### config.mk
export PLATFORM = sky130hd
export DESIGN_NAME = page_frame_translate_replace
export DESIGN_NICKNAME = d
export VERILOG_FILES = /design/src/rtl/pftr_pkg.sv /design/src/rtl/pftr_cfg.sv /design/src/rtl/pftr_table.sv /design/src/rtl/page_frame_translate_replace.sv
export SDC_FILE = /design/constraint.sdc
export NUM_CORES = 1
export LEC_CHECK = 0
export ABC_CLOCK_PERIOD_IN_PS = 8900
export BUFFER_PORTS_ARGS = -buffer_cell sky130_fd_sc_hd__buf_2
export CORE_AREA = 10 10 150 152
export DETAILED_ROUTE_END_ITERATION = 7
export DIE_AREA = 0 0 160 162
export GPL_TIMING_DRIVEN = 0
export PLACE_DENSITY = 0.77
export SLEW_MARGIN = 20
export SYNTH_ARGS = -nofsm -noshare
export SYNTH_HDL_FRONTEND = slang
export SYNTH_SLANG_ARGS = --single-unit
### constraint.sdc
create_clock -name i_clk -period 8.9 [get_ports i_clk]
set_clock_uncertainty 0.05 [all_clocks]
set_input_delay 0.445 -clock i_clk [delete_from_list [all_inputs] [get_ports i_clk]]
set_output_delay 0.445 -clock i_clk [all_outputs]
set_load 0.005 [all_outputs]
### src/rtl/pftr_pkg.sv
// Shared types and constants for the page frame translate and replace block.
package pftr_pkg;

    localparam int OFFSET_WIDTH    = 8;
    localparam int ADDRESS_WIDTH   = 16;
    localparam int PAGE_WIDTH      = ADDRESS_WIDTH - OFFSET_WIDTH;
    localparam int FRAME_COUNT_DEF = 4;
    localparam int COUNT_WIDTH     = 32;
    localparam int FRAME_OUT_WIDTH = 2;
    localparam int PHYS_WIDTH      = FRAME_OUT_WIDTH + OFFSET_WIDTH;
    localparam int APB_ADDR_WIDTH  = 3;
    localparam int APB_DATA_WIDTH  = 32;

    // register index, taken from byte address bit 2
    localparam logic REG_POLICY_MODE = 1'b0;

    typedef enum logic {
        POLICY_FIFO = 1'b0,
        POLICY_LRU  = 1'b1
    } t_policy;

    typedef struct packed {
        logic                        was_hit;
        logic [FRAME_OUT_WIDTH-1:0]  frame_used;
        logic                        eviction_done;
        logic [PAGE_WIDTH-1:0]       evicted_page;
    } t_xlate_res;

endpackage

### src/rtl/pftr_cfg.sv
// APB configuration register holding the replacement policy.
module pftr_cfg (
    input  logic                                i_clk,
    input  logic                                i_rst_n,
    input  logic                                psel,
    input  logic                                penable,
    input  logic                                pwrite,
    input  logic [pftr_pkg::APB_ADDR_WIDTH-1:0] paddr,
    input  logic [pftr_pkg::APB_DATA_WIDTH-1:0] pwdata,
    output logic [pftr_pkg::APB_DATA_WIDTH-1:0] prdata,
    output logic                                pready,
    output pftr_pkg::t_policy                   o_policy
);

    pftr_pkg::t_policy r_policy;
    logic              w_sel_policy;

    assign w_sel_policy = (paddr[2] == pftr_pkg::REG_POLICY_MODE);
    assign pready       = 1'b1;

    always_ff @(posedge i_clk) begin
        if (!i_rst_n) begin
            r_policy <= pftr_pkg::POLICY_FIFO;
        end else if (psel && penable && pwrite && pready && w_sel_policy) begin
            r_policy <= pftr_pkg::t_policy'(pwdata[0]);
        end
    end

    always_comb begin
        prdata = '0;
        if (w_sel_policy) begin
            prdata[0] = r_policy;
        end
    end

    assign o_policy = r_policy;

endmodule

### src/rtl/pftr_table.sv
// Frame table: tag match, victim choice and FIFO/LRU state update.
module pftr_table #(
    parameter int FRAME_COUNT = pftr_pkg::FRAME_COUNT_DEF
) (
    input  logic                              i_clk,
    input  logic                              i_rst_n,
    input  logic                              i_fire,
    input  logic [pftr_pkg::PAGE_WIDTH-1:0]   i_page,
    input  pftr_pkg::t_policy                 i_policy,
    output pftr_pkg::t_xlate_res              o_res
);

    localparam int FW = $clog2(FRAME_COUNT);
    localparam logic [FW-1:0] RANK_MAX = FW'(FRAME_COUNT - 1);
    localparam logic [FW-1:0] PTR_LAST = FW'(FRAME_COUNT - 1);

    logic [pftr_pkg::PAGE_WIDTH-1:0] r_tag  [FRAME_COUNT];
    logic [pftr_pkg::PAGE_WIDTH-1:0] n_tag  [FRAME_COUNT];
    logic [FW-1:0]                   r_rank [FRAME_COUNT];
    logic [FW-1:0]                   n_rank [FRAME_COUNT];
    logic [FRAME_COUNT-1:0]          r_valid;
    logic [FRAME_COUNT-1:0]          n_valid;
    logic [FW-1:0]                   r_fifo_ptr;
    logic [FW-1:0]                   n_fifo_ptr;

    logic          w_hit;
    logic [FW-1:0] w_hit_idx;
    logic          w_empty;
    logic [FW-1:0] w_empty_idx;
    logic [FW-1:0] w_lru_idx;
    logic [FW-1:0] w_lru_best;
    logic [FW-1:0] w_frame;
    logic          w_evict;
    logic          w_lru;
    logic [FW-1:0] w_old_rank;

    assign w_lru = (i_policy == pftr_pkg::POLICY_LRU);

    always_comb begin
        w_hit       = 1'b0;
        w_hit_idx   = '0;
        w_empty     = 1'b0;
        w_empty_idx = '0;
        w_lru_idx   = '0;
        w_lru_best  = '0;
        for (int i = 0; i < FRAME_COUNT; i++) begin
            if (!w_hit && r_valid[i] && (r_tag[i] == i_page)) begin
                w_hit     = 1'b1;
                w_hit_idx = FW'(i);
            end
            if (!w_empty && !r_valid[i]) begin
                w_empty     = 1'b1;
                w_empty_idx = FW'(i);
            end
            if (r_rank[i] > w_lru_best) begin
                w_lru_best = r_rank[i];
                w_lru_idx  = FW'(i);
            end
        end
    end

    always_comb begin
        w_evict = 1'b0;
        if (w_hit) begin
            w_frame = w_hit_idx;
        end else if (w_empty) begin
            w_frame = w_empty_idx;
        end else begin
            w_evict = 1'b1;
            w_frame = w_lru ? w_lru_idx : r_fifo_ptr;
        end
    end

    assign w_old_rank = r_rank[w_frame];

    always_comb begin
        n_tag      = r_tag;
        n_rank     = r_rank;
        n_valid    = r_valid;
        n_fifo_ptr = r_fifo_ptr;
        if (i_fire) begin
            if (!w_hit) begin
                n_tag[w_frame]   = i_page;
                n_valid[w_frame] = 1'b1;
            end
            if (!w_hit && w_evict && !w_lru) begin
                n_fifo_ptr = (r_fifo_ptr == PTR_LAST) ? '0 : r_fifo_ptr + 1'b1;
            end
            if (w_lru) begin
                for (int g = 0; g < FRAME_COUNT; g++) begin
                    if ((FW'(g) != w_frame) && r_valid[g]
                        && (!w_hit || (r_rank[g] < w_old_rank))
                        && (r_rank[g] != RANK_MAX)) begin
                        n_rank[g] = r_rank[g] + 1'b1;
                    end
                end
                n_rank[w_frame] = '0;
            end
        end
    end

    always_ff @(posedge i_clk) begin
        if (!i_rst_n) begin
            r_valid    <= '0;
            r_fifo_ptr <= '0;
            for (int i = 0; i < FRAME_COUNT; i++) begin
                r_rank[i] <= '0;
            end
        end else begin
            r_valid    <= n_valid;
            r_fifo_ptr <= n_fifo_ptr;
            r_rank     <= n_rank;
        end
    end

    always_ff @(posedge i_clk) begin
        r_tag <= n_tag;
    end

    always_comb begin
        o_res.was_hit       = w_hit;
        o_res.frame_used    = pftr_pkg::FRAME_OUT_WIDTH'(w_frame);
        o_res.eviction_done = w_evict;
        o_res.evicted_page  = w_evict ? r_tag[w_frame] : '0;
    end

endmodule

### src/rtl/page_frame_translate_replace.sv
// Page frame translation with FIFO/LRU replacement, top level.
// Each input is registered, translated by the frame table, and the result registered at the output.
// Throughput: 1 item per cycle while the result side does not stall; set by the frame table lookup and update.
// Stalls on the result side back up through the input register.
// Reset (synchronous, active low) empties all frames, clears ranks, FIFO pointer,
// counters, and sets the policy to FIFO.
module page_frame_translate_replace #(
    parameter int FRAME_COUNT = pftr_pkg::FRAME_COUNT_DEF
) (
    input  logic                                  i_clk,
    input  logic                                  i_rst_n,
    input  logic                                  i_in_valid,
    output logic                                  o_in_stall,
    input  logic [pftr_pkg::ADDRESS_WIDTH-1:0]    i_logical_address,
    output logic                                  o_out_valid,
    input  logic                                  i_out_stall,
    output logic                                  o_was_hit,
    output logic [pftr_pkg::FRAME_OUT_WIDTH-1:0]  o_frame_used,
    output logic [pftr_pkg::PHYS_WIDTH-1:0]       o_physical_address,
    output logic                                  o_eviction_done,
    output logic [pftr_pkg::PAGE_WIDTH-1:0]       o_evicted_page,
    output logic [pftr_pkg::COUNT_WIDTH-1:0]      o_hit_total,
    output logic [pftr_pkg::COUNT_WIDTH-1:0]      o_fault_total,
    input  logic                                  psel,
    input  logic                                  penable,
    input  logic                                  pwrite,
    input  logic [pftr_pkg::APB_ADDR_WIDTH-1:0]   paddr,
    input  logic [pftr_pkg::APB_DATA_WIDTH-1:0]   pwdata,
    output logic [pftr_pkg::APB_DATA_WIDTH-1:0]   prdata,
    output logic                                  pready
);

    localparam logic [pftr_pkg::COUNT_WIDTH-1:0] COUNT_MAX = '1;

    logic                                 r_in_valid;
    logic [pftr_pkg::ADDRESS_WIDTH-1:0]   r_addr;
    logic                                 r_out_valid;
    logic [pftr_pkg::COUNT_WIDTH-1:0]     r_hit_cnt;
    logic [pftr_pkg::COUNT_WIDTH-1:0]     n_hit_cnt;
    logic [pftr_pkg::COUNT_WIDTH-1:0]     r_fault_cnt;
    logic [pftr_pkg::COUNT_WIDTH-1:0]     n_fault_cnt;
    logic                                 r_was_hit;
    logic [pftr_pkg::FRAME_OUT_WIDTH-1:0] r_frame_used;
    logic [pftr_pkg::PHYS_WIDTH-1:0]      r_phys_addr;
    logic                                 r_eviction_done;
    logic [pftr_pkg::PAGE_WIDTH-1:0]      r_evicted_page;
    logic [pftr_pkg::COUNT_WIDTH-1:0]     r_hit_total;
    logic [pftr_pkg::COUNT_WIDTH-1:0]     r_fault_total;
    logic                                 w_advance;
    logic                                 w_fire;
    pftr_pkg::t_policy                    w_policy;
    pftr_pkg::t_xlate_res                 w_res;

    assign w_advance  = !r_out_valid || !i_out_stall;
    assign o_in_stall = r_in_valid && !w_advance;
    assign w_fire     = r_in_valid && w_advance;

    pftr_cfg u_cfg (
        .i_clk    (i_clk),
        .i_rst_n  (i_rst_n),
        .psel     (psel),
        .penable  (penable),
        .pwrite   (pwrite),
        .paddr    (paddr),
        .pwdata   (pwdata),
        .prdata   (prdata),
        .pready   (pready),
        .o_policy (w_policy)
    );

    pftr_table #(
        .FRAME_COUNT (FRAME_COUNT)
    ) u_table (
        .i_clk    (i_clk),
        .i_rst_n  (i_rst_n),
        .i_fire   (w_fire),
        .i_page   (r_addr[pftr_pkg::ADDRESS_WIDTH-1:pftr_pkg::OFFSET_WIDTH]),
        .i_policy (w_policy),
        .o_res    (w_res)
    );

    always_ff @(posedge i_clk) begin
        if (!i_rst_n) begin
            r_in_valid <= 1'b0;
        end else if (!o_in_stall) begin
            r_in_valid <= i_in_valid;
        end
    end

    always_ff @(posedge i_clk) begin
        if (i_in_valid && !o_in_stall) begin
            r_addr <= i_logical_address;
        end
    end

    always_comb begin
        n_hit_cnt   = r_hit_cnt;
        n_fault_cnt = r_fault_cnt;
        if (w_fire) begin
            if (w_res.was_hit) begin
                n_hit_cnt = (r_hit_cnt == COUNT_MAX) ? r_hit_cnt : r_hit_cnt + 1'b1;
            end else begin
                n_fault_cnt = (r_fault_cnt == COUNT_MAX) ? r_fault_cnt
                                                         : r_fault_cnt + 1'b1;
            end
        end
    end

    always_ff @(posedge i_clk) begin
        if (!i_rst_n) begin
            r_out_valid <= 1'b0;
            r_hit_cnt   <= '0;
            r_fault_cnt <= '0;
        end else begin
            r_hit_cnt   <= n_hit_cnt;
            r_fault_cnt <= n_fault_cnt;
            if (w_advance) begin
                r_out_valid <= r_in_valid;
            end
        end
    end

    always_ff @(posedge i_clk) begin
        if (w_fire) begin
            r_was_hit       <= w_res.was_hit;
            r_frame_used    <= w_res.frame_used;
            r_phys_addr     <= {w_res.frame_used,
                                r_addr[pftr_pkg::OFFSET_WIDTH-1:0]};
            r_eviction_done <= w_res.eviction_done;
            r_evicted_page  <= w_res.evicted_page;
            r_hit_total     <= n_hit_cnt;
            r_fault_total   <= n_fault_cnt;
        end
    end

    assign o_out_valid        = r_out_valid;
    assign o_was_hit          = r_was_hit;
    assign o_frame_used       = r_frame_used;
    assign o_physical_address = r_phys_addr;
    assign o_eviction_done    = r_eviction_done;
    assign o_evicted_page     = r_evicted_page;
    assign o_hit_total        = r_hit_total;
    assign o_fault_total      = r_fault_total;

endmodule

==> results.md <==
- The clock drives 213 sinks.
- The count of yosys warnings during synthesis is 0.
- The wire length per cell after detailed routing is 17.0 um.
- The critical path is of the flip-flop to flip-flop type.
- For this design the static power due to leakage is 4.33 nW.
- The area growth from synthesis to final layout is 18.6%.
- The sum of negative setup slack is 0 ns.
- The cell area that synthesis handed to floorplanning was 9580 sq um.
- The length of routed met3 wiring is 1.74 mm.
- Of the synthesized area, sequential elements account for 0.583.
- Measured on the finished design, the core utilization comes to 0.586.
- The cell count after synthesis is 802.
- The CTS tree is yes.
- The worst hold slack is 0.0663 ns.
- The share of total power dissipated in sequential elements is 0.525.
- At the worst endpoint, the arrival time is 5.99 ns.
- The maximum clock frequency is 177 MHz.
- Counting flops with a built-in enable in the synthesized netlist gives 132.
- The number of buffers inserted for hold repair after clock tree synthesis is 0.
- The sum of overflow across all layers after global routing is 0.
- The number of antenna violations at the first check in global routing is 0.
- The core region is 19,400 sq um.
- Averaged over all synthesized cells, the footprint is 11.9 sq um.
- The worst setup path is captured at a flip-flop.
- The average vias per placed instance is 5.21.
- The time the final worst path needs with I/O delays and setup is 5.65 ns.
- Summed over all nets, the switching power comes to 439 uW.
- The number of failing hold endpoints at the final stage is 0.
- Once routing completed, OpenROAD measured the worst setup slack at 3.25 ns.
- In this run the tool buffered the top-level ports with 112 buffer cells.
- The endpoint identified for the worst register-to-register timing path is u_table.r_valid[2]$_SDFFE_PN0P_.
- The die covers 25,900 sq um.
- Detailed placement finished with a half-perimeter wire length of 15.2 mm.
- In this run the number of H-tree levels came out at 1.
- The row count is 51.
- For this design the ratio of total power to cell area is 182 nW/um^2.
- In the finished design, the share of the clock period the worst path needs comes to 0.635.
- Entering global routing, the biggest net connects 59 pins.
- Of the total power, the clock network draws 0.424.
- The design internal power is 1.63 mW.
- The final number of max-transition violations is 0.
- The routed design has 21.3 mm of wire.
- The first global-routing pass estimated 34.5 mm of wire.
- The worst hold path terminates at r_addr[13]$_DFFE_PP_.
- In the synthesized netlist the dominant register cell turns out to be edfxtp_1.
- The routed wire length on met2 is 10.0 mm.
- The critical hold path startpoint is i_logical_address[13].
- The post-place setup slack is 3.32 ns.
- In the final design database the tool counted 1,047 nets.
- The buffer levels on the longest clock path is 3.
- Routability-driven placement finished with a final weighted congestion of 0.910.
- The setup check on the worst reg-to-reg path leaves a slack of 3.25 ns.
- The remaining antenna violation count after routing is 0.
- The DRC violation count after routing is 0.
- Along the worst hold path, the cell count comes to 1.
- The worst min-delay path class is input pin to flip-flop.
- The highest fanout seen on the critical path is 10.
- The number of gates resized after CTS was 0.
- The TritonCTS buffer count is 22.
- The data required time at the worst endpoint is 9.24 ns.
- The top cell types in the final layout, fill and taps aside, are 132 x edfxtp_1, 121 x buf_2, 81 x dfxtp_1.
- Clock latency on the worst-skew pair, taken at its later pin, is 0.51 ns.
- The fraction of synthesis flops using an asynchronous set or reset pin is 0.
- The overall global routing resource usage is 0.159.
- The startpoint type of the worst setup path is a flip-flop.
- The filler cell count in the final layout is 1,617.
- Leaving out fill and tap cells, the most frequent cell in the layout is edfxtp_1.
- The top layer reached by signal wires is met4.
- In the final routing, the length of wire on met1 measures 9.06 mm.
- Of the total power, combinational logic draws 0.052.
- The final route contains 6,536 vias.
- The synthesized netlist contains 74 unique library cells.
- The floorplan step set the die width to 160 um.
- In this run, synthesis produced a sequential element count of 213.
- The tightest slew margin relative to the limit is 0.377.
- The worst-case reg-to-reg path depth is 22.
- The origin of the critical flop-to-flop path is u_table.r_rank[7]$_SDFFE_PN0P_.
- The total I/O pin count is 179.
- The starting utilization of the core area is 0.494.
- Setup violations remaining at the end of the flow were counted as 0.
- The DRC violation total after the first TritonRoute iteration is 465.
- The number of antenna diodes in the final layout is 0.
- The run finished with clean final reports.
- Setup repair after global routing left no endpoint under its margin.
- The tool flagged a number of max-cap violations equal to 0.
- Buffers added to address setup during post-CTS repair amount to 0.
- Of the total power, the share spent switching nets is 0.212.
- The number of global-route vias before repair is 6,734.
- The count of TritonRoute iterations in the first routing pass is 5.
- The transition time at the pin with the least slew margin is 0.931 ns.
- The buffer type at the clock tree root is clkbuf_16.
- Of the cells placed in the final design, the portion with a size suffix greater than 1 is 0.234.
- The chip height is 162 um.
- The worst-case IR drop observed on VDD is 0.130 mV.
- The clock transition at the register clock pins on the worst setup and hold paths after CTS is 0.06 ns.
[metal layers]
layer / track usage / up-vias
li1: - / 3146
met1: 0.201 / 3080
met2: 0.267 / 265
met3: 0.0367 / 45
met4: 0.0467 / 0
met5: 0 / -
[registers in the layout (all words and copies together) (netlist names)]
register / count
o_fault_total: 32
o_was_hit: 1
r_hit_cnt: 32
u_table.r_valid: 4
o_evicted_page: 8
u_table.r_fifo_ptr: 2
r_fault_cnt: 32
o_eviction_done: 1
r_in_valid: 1
o_physical_address: 8
r_addr: 16
u_table.r_rank: 8
o_frame_used: 2
u_cfg.o_policy: 1
u_table.r_tag: 32
o_out_valid: 1
o_hit_total: 32
[worst max-delay path, stage by stage, from the launching register on]
cell and delay (ns):
dfxtp_1 0.40, clkinv_1 0.29, ha_1 0.29, nand2b_1 0.17, ha_1 0.31, nor2b_1 0.23, nor2_1 0.06, or3_1 0.31
o31ai_1 0.10, ha_1 0.29, nand2b_1 0.09, nand2_1 0.07, mux2_2 0.28, ha_1 0.28, a2bb2oi_1 0.08, or3b_1 0.35
and4b_4 0.24, o21ai_4 0.27, buf_2 0.33, buf_1 0.51, nor3_2 0.18, buf_4 0.22, o21a_1 0.17
[synth_stat cells (4+ instances only)]
cell,number,area (sq um)
o21ai_0,13,65.1
nor2b_1,7,43.8
or3_1,8,50.1
o21a_1,5,37.5
clkbuf_1,13,48.8
a21oi_1,6,30.0
buf_1,4,15.0
xnor2_1,80,701
dfxtp_1,81,1620
and3_1,18,113
buf_4,34,255
nand2_1,72,270
xor2_1,14,123
mux2i_1,7,70.1
nand4_1,15,93.8
edfxtp_1,132,3960
nor3_1,11,55.1
inv_1,13,48.8
ha_1,16,200
o31ai_1,5,37.5
and2_1,71,444
buf_2,9,45.0
nor3_2,4,40.0
nand3_1,54,270
o211ai_1,5,37.5
nor2_1,20,75.1
and4_1,12,105
[per-stage QoR]
| step | area [sq um] | power (mW) | std cells |
|---|---|---|---|
| floorplan | 9690 | 1.17 | 832 |
| finish | 11400 | 2.07 | 1254 |
| global placement | 10600 | 1.21 | 1209 |
| detailed placement | 10700 | 1.21 | 1214 |
| CTS | 11400 | 2.10 | 1254 |
| global route | 11400 | 2.14 | 1254 |
[worst max-delay path by stage]
| stage | depth (start not counted) | to | slack, ns | start |
|---|---|---|---|---|
| finish | 22 | u_table.r_valid[2]$_SDFFE_PN0P_ | 3.25 | u_table.r_rank[7]$_SDFFE_PN0P_ |
| global route | 22 | u_table.r_valid[2]$_SDFFE_PN0P_ | 2.96 | u_table.r_rank[7]$_SDFFE_PN0P_ |
| CTS | 18 | u_table.r_tag[26]$_DFFE_PP_ | 3.27 | u_table.r_rank[7]$_SDFFE_PN0P_ |
| detailed placement | 18 | u_table.r_tag[26]$_DFFE_PP_ | 3.32 | u_table.r_rank[7]$_SDFFE_PN0P_ |
| global placement | 6 | u_table.r_tag[6]$_DFFE_PP_ | 2.64 | i_out_stall |
| floorplan | 20 | u_table.r_tag[16]$_DFFE_PP_ | 3.94 | u_table.r_rank[7]$_SDFFE_PN0P_ |
[power by group through the flow]
stage / Clock (mW) / Combinational, mW / Sequential [mW]
CTS: 0.900 / 0.108 / 1.09
global route: 0.934 / 0.118 / 1.09
global placement: 0 / 0.102 / 1.11
detailed placement: 0 / 0.107 / 1.11
finish: 0.877 / 0.107 / 1.09
floorplan: 0 / 0.0587 / 1.11
[cells by family after synthesis]
logic type               after synthesis  synth area share
AO/OA/AOI/OAI                         69            0.0572
buffers and inverters                 79            0.0472
AND/OR/NAND/NOR                      318             0.193
other                                  2          0.000784
adder cells (fa/ha/maj)               16            0.0209
XOR/XNOR                              94            0.0859
multiplexers                          11            0.0120
flip-flops                           213             0.583
[layout make-up]
type	count	area, sq um	share of cell area
Clock buffer	33	622	0.0547
Clock inverter	7	73.8	0.00650
Timing Repair Buffer	117	622	0.0547
Sequential cell	213	5590	0.492
Buffer	63	392	0.0345
Multi-Input combinational cell	540	3670	0.323
Tap cell	265	332	0.0292
Inverter	16	62.6	0.00551
Power figures use the tool's default switching activity.
